`src/rtl/a64enc_pkg.sv`:
```
// ---------------------------------------------------------------------------
// a64enc_pkg
// Operation codes, error codes, base opcodes and packing helpers for the
// aarch64 instruction encoder
// ---------------------------------------------------------------------------
package a64enc_pkg;

    localparam int unsigned OpWidth   = 5;
    localparam int unsigned RegWidth  = 5;
    localparam int unsigned CondWidth = 4;
    localparam int unsigned HwWidth   = 2;
    localparam int unsigned OffWidth  = 32;
    localparam int unsigned ValWidth  = 64;
    localparam int unsigned WordWidth = 32;
    localparam int unsigned ErrWidth  = 3;
    localparam int unsigned InWidth   = 128;

    // operation codes
    localparam logic [OpWidth-1:0] OP_MOVZ    = 5'd0;
    localparam logic [OpWidth-1:0] OP_MOVK    = 5'd1;
    localparam logic [OpWidth-1:0] OP_CONST64 = 5'd2;
    localparam logic [OpWidth-1:0] OP_MOVREG  = 5'd3;
    localparam logic [OpWidth-1:0] OP_ADDREG  = 5'd4;
    localparam logic [OpWidth-1:0] OP_SUBREG  = 5'd5;
    localparam logic [OpWidth-1:0] OP_MUL     = 5'd6;
    localparam logic [OpWidth-1:0] OP_SDIV    = 5'd7;
    localparam logic [OpWidth-1:0] OP_MSUB    = 5'd8;
    localparam logic [OpWidth-1:0] OP_NEG     = 5'd9;
    localparam logic [OpWidth-1:0] OP_ADDIMM  = 5'd10;
    localparam logic [OpWidth-1:0] OP_SUBIMM  = 5'd11;
    localparam logic [OpWidth-1:0] OP_CMP     = 5'd12;
    localparam logic [OpWidth-1:0] OP_CSET    = 5'd13;
    localparam logic [OpWidth-1:0] OP_STRPRE  = 5'd14;
    localparam logic [OpWidth-1:0] OP_LDRPOST = 5'd15;
    localparam logic [OpWidth-1:0] OP_STUR    = 5'd16;
    localparam logic [OpWidth-1:0] OP_LDUR    = 5'd17;
    localparam logic [OpWidth-1:0] OP_STPPRE  = 5'd18;
    localparam logic [OpWidth-1:0] OP_LDPPOST = 5'd19;
    localparam logic [OpWidth-1:0] OP_B       = 5'd20;
    localparam logic [OpWidth-1:0] OP_BCOND   = 5'd21;
    localparam logic [OpWidth-1:0] OP_CBZ     = 5'd22;
    localparam logic [OpWidth-1:0] OP_CBNZ    = 5'd23;
    localparam logic [OpWidth-1:0] OP_BL      = 5'd24;
    localparam logic [OpWidth-1:0] OP_BLR     = 5'd25;
    localparam logic [OpWidth-1:0] OP_RET     = 5'd26;

    // error codes
    localparam logic [ErrWidth-1:0] ERR_OK       = 3'd0;
    localparam logic [ErrWidth-1:0] ERR_IMM9     = 3'd1;
    localparam logic [ErrWidth-1:0] ERR_PAIR_AL  = 3'd2;
    localparam logic [ErrWidth-1:0] ERR_PAIR_RNG = 3'd3;
    localparam logic [ErrWidth-1:0] ERR_IMM12    = 3'd4;
    localparam logic [ErrWidth-1:0] ERR_IMM26    = 3'd5;
    localparam logic [ErrWidth-1:0] ERR_IMM19    = 3'd6;
    localparam logic [ErrWidth-1:0] ERR_BAD_OP   = 3'd7;

    // base opcodes
    localparam logic [WordWidth-1:0] BASE_MOVZ    = 32'hD280_0000;
    localparam logic [WordWidth-1:0] BASE_MOVK    = 32'hF280_0000;
    localparam logic [WordWidth-1:0] BASE_ORR     = 32'hAA00_0000;
    localparam logic [WordWidth-1:0] BASE_ADD     = 32'h8B00_0000;
    localparam logic [WordWidth-1:0] BASE_SUB     = 32'hCB00_0000;
    localparam logic [WordWidth-1:0] BASE_MADD    = 32'h9B00_0000;
    localparam logic [WordWidth-1:0] BASE_SDIV    = 32'h9AC0_0C00;
    localparam logic [WordWidth-1:0] BASE_MSUB    = 32'h9B00_8000;
    localparam logic [WordWidth-1:0] BASE_ADDIMM  = 32'h9100_0000;
    localparam logic [WordWidth-1:0] BASE_SUBIMM  = 32'hD100_0000;
    localparam logic [WordWidth-1:0] BASE_SUBS    = 32'hEB00_0000;
    localparam logic [WordWidth-1:0] BASE_CSINC   = 32'h9A80_0400;
    localparam logic [WordWidth-1:0] BASE_STRPRE  = 32'hF800_0C00;
    localparam logic [WordWidth-1:0] BASE_LDRPOST = 32'hF840_0400;
    localparam logic [WordWidth-1:0] BASE_STUR    = 32'hF800_0000;
    localparam logic [WordWidth-1:0] BASE_LDUR    = 32'hF840_0000;
    localparam logic [WordWidth-1:0] BASE_STP     = 32'hA980_0000;
    localparam logic [WordWidth-1:0] BASE_LDP     = 32'hA8C0_0000;
    localparam logic [WordWidth-1:0] BASE_B       = 32'h1400_0000;
    localparam logic [WordWidth-1:0] BASE_BL      = 32'h9400_0000;
    localparam logic [WordWidth-1:0] BASE_BCOND   = 32'h5400_0000;
    localparam logic [WordWidth-1:0] BASE_CBZ     = 32'hB400_0000;
    localparam logic [WordWidth-1:0] BASE_CBNZ    = 32'hB500_0000;
    localparam logic [WordWidth-1:0] BASE_BLR     = 32'hD63F_0000;
    localparam logic [WordWidth-1:0] BASE_RET     = 32'hD65F_0000;

    localparam logic [RegWidth-1:0] REG_ZR = 5'd31;
    localparam logic [RegWidth-1:0] REG_LR = 5'd30;

    typedef struct packed {
        logic [ValWidth-1:0]  value;
        logic [OffWidth-1:0]  offset;
        logic [HwWidth-1:0]   halfword;
        logic [CondWidth-1:0] condition;
        logic [RegWidth-1:0]  third_reg;
        logic [RegWidth-1:0]  second_src;
        logic [RegWidth-1:0]  first_src;
        logic [RegWidth-1:0]  dest_reg;
        logic [OpWidth-1:0]   operation;
    } req_t;

    function automatic logic [WordWidth-1:0] pack_rrr(
        input logic [WordWidth-1:0] base,
        input logic [RegWidth-1:0]  rd,
        input logic [RegWidth-1:0]  rn,
        input logic [RegWidth-1:0]  rm
    );
        return base | {11'd0, rm, 6'd0, rn, rd};
    endfunction

    function automatic logic [WordWidth-1:0] pack_wide(
        input logic [WordWidth-1:0] base,
        input logic [RegWidth-1:0]  rd,
        input logic [15:0]          imm16,
        input logic [HwWidth-1:0]   hw
    );
        return base | {9'd0, hw, imm16, rd};
    endfunction

    // true when the top bits from msb down to pos are all equal (signed fit)
    function automatic logic fits_signed(
        input logic [OffWidth-1:0] off,
        input logic [OffWidth-1:0] top_mask
    );
        return ((off & top_mask) == top_mask) || ((off & top_mask) == '0);
    endfunction

endpackage

```
`src/rtl/aarch64_instruction_encoder.sv`:
```
// ---------------------------------------------------------------------------
// aarch64_instruction_encoder
// Encodes one request into one to four aarch64 instruction words with
// immediate range checks
// ---------------------------------------------------------------------------
//  channel | ports     | tdata                          | tuser  | tlast
//  request | s_axis_*  | op,rd,rn,rm,r3,cond,hw,off,val | -      | -
//  result  | m_axis_*  | word                           | error  | last word
//
// one request per cycle for single-word forms while results are not stalled;
// const64 emits one to four words while the request register holds it. a
// request passes the request register, then the result register. reset
// clears the valid flags, halfword mask and first-word flag. a stalled result
// register holds its word while the request register keeps the next request waiting.
module aarch64_instruction_encoder (
    input  logic                                 aclk,
    input  logic                                 aresetn,
    input  logic                                 s_axis_tvalid,
    output logic                                 s_axis_tready,
    // operation, dest_reg, first_src, second_src, third_reg, condition,
    // halfword, offset, value, zero pad
    input  logic [a64enc_pkg::InWidth-1:0]       s_axis_tdata,
    output logic                                 m_axis_tvalid,
    input  logic                                 m_axis_tready,
    // word
    output logic [a64enc_pkg::WordWidth-1:0]     m_axis_tdata,
    // error
    output logic [a64enc_pkg::ErrWidth-1:0]      m_axis_tuser,
    output logic                                 m_axis_tlast
);
    import a64enc_pkg::*;

    req_t                  req_in;
    req_t                  req_reg;
    logic                  in_valid_reg, in_valid_next;
    logic [3:0]            mask_reg, mask_next;
    logic                  first_reg, first_next;
    logic                  m_valid_reg, m_valid_next;
    logic [WordWidth-1:0]  m_word_reg;
    logic [ErrWidth-1:0]   m_err_reg;
    logic                  m_last_reg;

    logic [WordWidth-1:0]  word_c;
    logic [ErrWidth-1:0]   err_c;
    logic                  last_c;
    logic [3:0]            init_mask;
    logic [3:0]            low_bit;
    logic [HwWidth-1:0]    chunk_idx;
    logic [15:0]           chunk;
    logic                  out_load;
    logic                  in_done;
    logic                  s_accept;
    logic [OffWidth-1:0]   ou;

    assign req_in = req_t'(s_axis_tdata[$bits(req_t)-1:0]);
    assign ou     = req_reg.offset;

    assign init_mask = {|s_axis_tdata[126:111], |s_axis_tdata[110:95],
                        |s_axis_tdata[94:79],   |s_axis_tdata[78:63]};
    assign low_bit   = mask_reg & (~mask_reg + 4'd1);

    always_comb begin
        case (low_bit)
            4'b0010: chunk_idx = 2'd1;
            4'b0100: chunk_idx = 2'd2;
            4'b1000: chunk_idx = 2'd3;
            default: chunk_idx = 2'd0;
        endcase
    end

    always_comb begin
        case (chunk_idx)
            2'd1:    chunk = req_reg.value[31:16];
            2'd2:    chunk = req_reg.value[47:32];
            2'd3:    chunk = req_reg.value[63:48];
            default: chunk = req_reg.value[15:0];
        endcase
    end

    always_comb begin
        word_c = '0;
        err_c  = ERR_OK;
        last_c = 1'b1;
        case (req_reg.operation)
            OP_MOVZ: word_c = pack_wide(BASE_MOVZ, req_reg.dest_reg,
                                        req_reg.value[15:0], req_reg.halfword);
            OP_MOVK: word_c = pack_wide(BASE_MOVK, req_reg.dest_reg,
                                        req_reg.value[15:0], req_reg.halfword);
            OP_CONST64: begin
                if (mask_reg == 4'd0) begin
                    word_c = pack_wide(BASE_MOVZ, req_reg.dest_reg, 16'd0, 2'd0);
                end else begin
                    word_c = pack_wide(first_reg ? BASE_MOVZ : BASE_MOVK,
                                       req_reg.dest_reg, chunk, chunk_idx);
                    last_c = ((mask_reg & ~low_bit) == 4'd0);
                end
            end
            OP_MOVREG: word_c = pack_rrr(BASE_ORR, req_reg.dest_reg, REG_ZR,
                                         req_reg.second_src);
            OP_ADDREG: word_c = pack_rrr(BASE_ADD, req_reg.dest_reg, req_reg.first_src,
                                         req_reg.second_src);
            OP_SUBREG: word_c = pack_rrr(BASE_SUB, req_reg.dest_reg, req_reg.first_src,
                                         req_reg.second_src);
            OP_MUL: word_c = pack_rrr(BASE_MADD, req_reg.dest_reg, req_reg.first_src,
                                      req_reg.second_src) | {17'd0, REG_ZR, 10'd0};
            OP_SDIV: word_c = pack_rrr(BASE_SDIV, req_reg.dest_reg, req_reg.first_src,
                                       req_reg.second_src);
            OP_MSUB: word_c = pack_rrr(BASE_MSUB, req_reg.dest_reg, req_reg.first_src,
                                       req_reg.second_src)
                              | {17'd0, req_reg.third_reg, 10'd0};
            OP_NEG: word_c = pack_rrr(BASE_SUB, req_reg.dest_reg, REG_ZR,
                                      req_reg.second_src);
            OP_ADDIMM, OP_SUBIMM: begin
                if (ou[31:12] != 20'd0) begin
                    err_c = ERR_IMM12;
                end else begin
                    word_c = ((req_reg.operation == OP_ADDIMM) ? BASE_ADDIMM : BASE_SUBIMM)
                             | {10'd0, ou[11:0], req_reg.first_src, req_reg.dest_reg};
                end
            end
            OP_CMP: word_c = pack_rrr(BASE_SUBS, REG_ZR, req_reg.first_src,
                                      req_reg.second_src);
            OP_CSET: word_c = BASE_CSINC | {11'd0, REG_ZR, req_reg.condition ^ 4'd1,
                                            2'd0, REG_ZR, req_reg.dest_reg};
            OP_STRPRE, OP_LDRPOST, OP_STUR, OP_LDUR: begin
                if (!fits_signed(ou, 32'hFFFF_FF00)) begin
                    err_c = ERR_IMM9;
                end else begin
                    case (req_reg.operation)
                        OP_STRPRE:  word_c = BASE_STRPRE;
                        OP_LDRPOST: word_c = BASE_LDRPOST;
                        OP_STUR:    word_c = BASE_STUR;
                        default:    word_c = BASE_LDUR;
                    endcase
                    word_c = word_c | {11'd0, ou[8:0], 2'd0, req_reg.first_src,
                                       req_reg.dest_reg};
                end
            end
            OP_STPPRE, OP_LDPPOST: begin
                if (ou[2:0] != 3'd0) begin
                    err_c = ERR_PAIR_AL;
                end else if (!fits_signed(ou, 32'hFFFF_FE00)) begin
                    err_c = ERR_PAIR_RNG;
                end else begin
                    word_c = ((req_reg.operation == OP_STPPRE) ? BASE_STP : BASE_LDP)
                             | {10'd0, ou[9:3], req_reg.third_reg, req_reg.first_src,
                                req_reg.dest_reg};
                end
            end
            OP_B, OP_BL: begin
                if (!fits_signed(ou, 32'hFE00_0000)) begin
                    err_c = ERR_IMM26;
                end else begin
                    word_c = ((req_reg.operation == OP_B) ? BASE_B : BASE_BL)
                             | {6'd0, ou[25:0]};
                end
            end
            OP_BCOND, OP_CBZ, OP_CBNZ: begin
                if (!fits_signed(ou, 32'hFFFC_0000)) begin
                    err_c = ERR_IMM19;
                end else if (req_reg.operation == OP_BCOND) begin
                    word_c = BASE_BCOND | {8'd0, ou[18:0], 1'b0, req_reg.condition};
                end else begin
                    word_c = ((req_reg.operation == OP_CBZ) ? BASE_CBZ : BASE_CBNZ)
                             | {8'd0, ou[18:0], req_reg.dest_reg};
                end
            end
            OP_BLR: word_c = BASE_BLR | {22'd0, req_reg.first_src, 5'd0};
            OP_RET: word_c = BASE_RET | {22'd0, REG_LR, 5'd0};
            default: err_c = ERR_BAD_OP;
        endcase
    end

    assign out_load      = in_valid_reg && (!m_valid_reg || m_axis_tready);
    assign in_done       = out_load && last_c;
    assign s_axis_tready = !in_valid_reg || in_done;
    assign s_accept      = s_axis_tvalid && s_axis_tready;

    always_comb begin
        in_valid_next = in_valid_reg;
        mask_next     = mask_reg;
        first_next    = first_reg;
        m_valid_next  = m_valid_reg;
        if (in_done) begin
            in_valid_next = 1'b0;
        end
        if (out_load) begin
            mask_next  = mask_reg & ~low_bit;
            first_next = 1'b0;
        end
        if (s_accept) begin
            in_valid_next = 1'b1;
            mask_next     = init_mask;
            first_next    = 1'b1;
        end
        if (out_load) begin
            m_valid_next = 1'b1;
        end else if (m_axis_tready) begin
            m_valid_next = 1'b0;
        end
    end

    always_ff @(posedge aclk) begin
        if (!aresetn) begin
            in_valid_reg <= 1'b0;
            m_valid_reg  <= 1'b0;
            mask_reg     <= 4'd0;
            first_reg    <= 1'b0;
        end else begin
            in_valid_reg <= in_valid_next;
            m_valid_reg  <= m_valid_next;
            mask_reg     <= mask_next;
            first_reg    <= first_next;
        end
    end

    always_ff @(posedge aclk) begin
        if (s_accept) begin
            req_reg <= req_in;
        end
        if (out_load) begin
            m_word_reg <= word_c;
            m_err_reg  <= err_c;
            m_last_reg <= last_c;
        end
    end

    assign m_axis_tvalid = m_valid_reg;
    assign m_axis_tdata  = m_word_reg;
    assign m_axis_tuser  = m_err_reg;
    assign m_axis_tlast  = m_last_reg;

    // an error result carries a zero word
    assert property (@(posedge aclk) disable iff (!aresetn)
        (m_valid_reg && m_err_reg != ERR_OK) |-> (m_word_reg == '0 && m_last_reg))
        else $error("error result with nonzero word or not last");

    // a non-final word means the request is still held for the rest
    assert property (@(posedge aclk) disable iff (!aresetn)
        (m_valid_reg && !m_last_reg) |-> in_valid_reg)
        else $error("non-final word without a pending request");

    // only the constant load issues more than one word
    assert property (@(posedge aclk) disable iff (!aresetn)
        (in_valid_reg && req_reg.operation != OP_CONST64) |-> last_c)
        else $error("single-word form not marked last");

    // a constant load word that is not last leaves halfwords to issue
    assert property (@(posedge aclk) disable iff (!aresetn)
        (out_load && !last_c) |=> (in_valid_reg && mask_reg != 4'd0))
        else $error("constant load lost its remaining halfwords");

endmodule

```
`config.mk`:
```
export PLATFORM = sky130hd
export DESIGN_NAME = aarch64_instruction_encoder
export DESIGN_NICKNAME = d
export VERILOG_FILES = /design/src/rtl/a64enc_pkg.sv /design/src/rtl/aarch64_instruction_encoder.sv
export SDC_FILE = /design/constraint.sdc
export NUM_CORES = 1
export LEC_CHECK = 0
export ABC_AREA = 1
export CORE_ASPECT_RATIO = 1.4
export CORE_UTILIZATION = 40
export DETAILED_ROUTE_END_ITERATION = 16
export DONT_BUFFER_PORTS = 1
export SLEW_MARGIN = 20
export SYNTH_ARGS = -nofsm -noshare
export SYNTH_HDL_FRONTEND = slang
export SYNTH_SLANG_ARGS = --single-unit
```
`constraint.sdc`:
```
create_clock -name aclk -period 3.9 [get_ports aclk]
set_input_delay 0 -clock aclk [delete_from_list [all_inputs] [get_ports aclk]]
set_output_delay 0 -clock aclk [all_outputs]
set_load 0.02 [all_outputs]
```
==> key figures <==
Flow run
  – Max-cap violations: 0

Yosys
  – Post-Synthesis Cells: 862
  – Seq/Total Area, Yosys: 61.7%
  – Synth async-reset ratio: 0%
  – Post-synthesis cell type count: 35
  – FF+latch count, synth: 170
  – Top cell type by total area after synthesis: edfxtp_1
  – Simple-gate share of the synthesized area: 29.8%
  – Post-synth top flop: edfxtp_1
  – Mux contribution to synthesized area: 0%
  – Synthesized area per cell: 9.47 um^2
  – Largest family of logic cells by synthesized area: simple AND/OR/NAND/NOR gates
  – Xor-xnor portion of the synthesized cell area: 0%
  – Synth top area cells: edfxtp_1 (60%), nand2_1 (12%), nor2_1 (6.0%), nand3_1 (4.9%), inv_1 (2.4%)
  – Post-synthesis compound-gate area fraction: 4.34%
  – EDFF count, synth: 163
  – Synth Area in Adders: 0%
  – Mapped Nets: 994
  – Mapped Area: 0.00816 mm^2
  – Yosys top cell area share: 60.0%
  – Synth Warn #: 0

Timing
  – Unrepaired setup endpoints after global routing: false
  – Fmax: 0.326 GHz
  – Worst-margin pin slew: 0.807 ns
  – Total negative slack: 0 ns
  – Fin crit share: 78.7%
  – Final setup vio count: 0
  – Slew headroom: 46.2%
  – Hold Vio Cnt, Final: 0
  – Clock skew: 0.0120 ns
  – Post-route setup slack: 0.832 ns
  – Hold_ws: 0.185 ns
  – Minimum clock period: 3.07 ns
  – Final slew viol count: 0

Worst setup path
  – FF-to-FF Start: req_reg[1]$_DFFE_PP_
  – Crit Path Category: register to register
  – CP max-delay cell: edfxtp_1
  – Crit-path max FO: 11
  – Crit end category: register
  – CP startpoint kind: register
  – CP Data Required Time: 4.22 ns
  – CP startpoint: req_reg[1]$_DFFE_PP_
  – Max incr delay on CP: 0.69 ns
  – Crit-path cells: nand2_1 > nor2_2 > nand2_1 > nand2_1 > nand2_2 > nand2_2 > nand2_1 > nand2_1 > dlygate4sd3_1 > nor2_1 > dlygate4sd3_1
  – CP Data Arrival Time: 3.39 ns
  – Most used cell, CP: nand2_1

Floorplan
  – Die height: 171 um
  – FP Rows: 61
  – Core ar.: 0.0199 mm^2
  – Io pins: 170
  – Initial core utilization: 41.0%
  – Die W: 123 um
  – Die ar.: 0.0210 mm^2

Layout
  – Area occupied by multi-input gates: 0.00279 mm^2
  – FILL cells: 1800
  – Layout cell share with drive strength beyond 1: 9.14%
  – Most common cell after layout, fill and taps aside: nand2_1
  – Register area: 0.00503 mm^2
  – Final #Nets: 1137
  – # diodes: 0
  – Largest register FFs: 95
  – Most frequent cells in the layout: nand2_1 (257), edfxtp_1 (163), dlygate4sd3_1 (132), nor2_1 (130), nand3_1 (80)
  – Design area: 0.0104 mm^2
  – Area Growth Syn to Fin: 26.9%

CTS
  – CTS tree: done
  – Num CTS Buffers: 17
  – Clk Latency, worst-skew pair: 0.44 ns
  – TritonCTS sink count: 170
  – # Post-CTS Setup Buffers: 0
  – Root buffer cell: clkbuf_16
  – Clk pin slew, worst setup/hold paths: 0.07 ns
  – H-tree depth: 4
  – CTS Buffer Depth: 2

Placed design
  – IO Port Bufs: 0
  – Placed wire-length estimate: 17400 um
  – Placer Congestion: 0.941
  – Dpl cell area: 0.00844 mm^2
  – Setup WS pre-CTS: 1.10 ns

Power
  – Pwr Total: 4.49 mW
  – Peak supply drop: 270 uV
  – Leakage: 4.06 nW
  – Pwr Density: 434 mW/mm^2

Drt
  – Drt pass-1 iters: 5
  – Via count: 6606
  – Initial detailed-routing violation count: 423
  – Remaining antenna violation count: 0
  – Post-route DRC: 0
  – Drt total wl: 24300 um
  – Vias per cell: 5.20
  – DR WL/cell: 19.2 um

Hold path
  – Worst Min Path Start: s_axis_tdata[60]
  – Hold Crit Class: input port to register

Global routing
  – Initial antenna violation count: 0
  – Vias in the first global route: 6683
  – Largest net degree at the start of global routing: 58
  – Grt ovf: 0
  – First-pass GRT wire length: 36700 um
  – GRT Util Overall: 24.1%

Run status
  – Status: complete, no violations
metrics by stage:
| stage | util, % | cells |
|---|---|---|
| final | 52.0 | 1270 |
| after global routing | 52.0 | 1270 |
| after CTS | 52.0 | 1270 |
| after detailed placement | 42.4 | 1106 |
| after global placement | 42.4 | 1106 |
| after floorplan | - | 862 |
Yosys cell counts, types with 3 or more instances:
cell type	n
nor2_2	5
edfxtp_1	163
buf_4	4
nand2_1	257
dfxtp_1	7
or2_2	9
inv_2	10
o21ai_0	24
buf_6	3
nand2_2	10
o21ai_2	5
inv_1	52
nor2_4	7
nor3_1	6
o21ai_1	8
clkbuf_1	3
nor4_1	16
nor2_1	131
buf_2	4
a21oi_1	21
nand3_1	80
nand4_1	20
worst max-delay path, delay by kind of cell (launching register included):
kind,cells,cell delay [ns]
DFF,1,0.69
and+or+nand+nor,9,1.17
buffers and inverters,2,1.08
report_power, final:
part | total, mW | internal (mW) | switching, mW
Sequential | 2.30 | 2.17 | 0.131
Clock | 1.69 | 0.952 | 0.740
Combinational | 0.494 | 0.191 | 0.303
Total | 4.49 | 3.32 | 1.17
metal layers:
metal | global-route usage [%] | vias to the layer above | part of all wire [%]
li1 | - | 3221 | -
met1 | 26.5 | 3104 | 38
met2 | 43.6 | 235 | 53
met3 | 5.43 | 46 | 5.7
met4 | 11.1 | 0 | 3.5
met5 | 0 | - | 0
cell families after synthesis:
family                 count (synthesis)
AOI/OAI and AO/OA                     64
buffers and inverters                 78
DFF                                  170
and+or+nand+nor                      550
path summary, 6_finish.rpt:
| kind | slack, ns | end | depth (start not counted) |
|---|---|---|---|
| setup / recovery | 0.83 | mask_reg[1]$_SDFFE_PN0P_ | 11 |
| hold reg to reg | 0.49 | first_reg$_SDFFE_PN0P_ | 2 |
| setup reg to reg | 0.83 | mask_reg[1]$_SDFFE_PN0P_ | 11 |
| hold / removal | 0.19 | ou[29]$_DFFE_PP_ | 1 |
final cells by class:
type,instances,share of cell area [%]
well taps,252,3.05
clock buffers,17,4.11
clock inverters,15,1.57
inverters,64,2.38
flip-flops and latches,170,48.6
repair buffers,138,13.3
multi-input cells,614,26.9
timing repair:
action / in CTS / in global routing
hold endpoints to repair: 134 / 0
hold buffers: 132 / 0
resized for setup: 0 / 0
No activity file was read; power rests on OpenSTA's default activity.
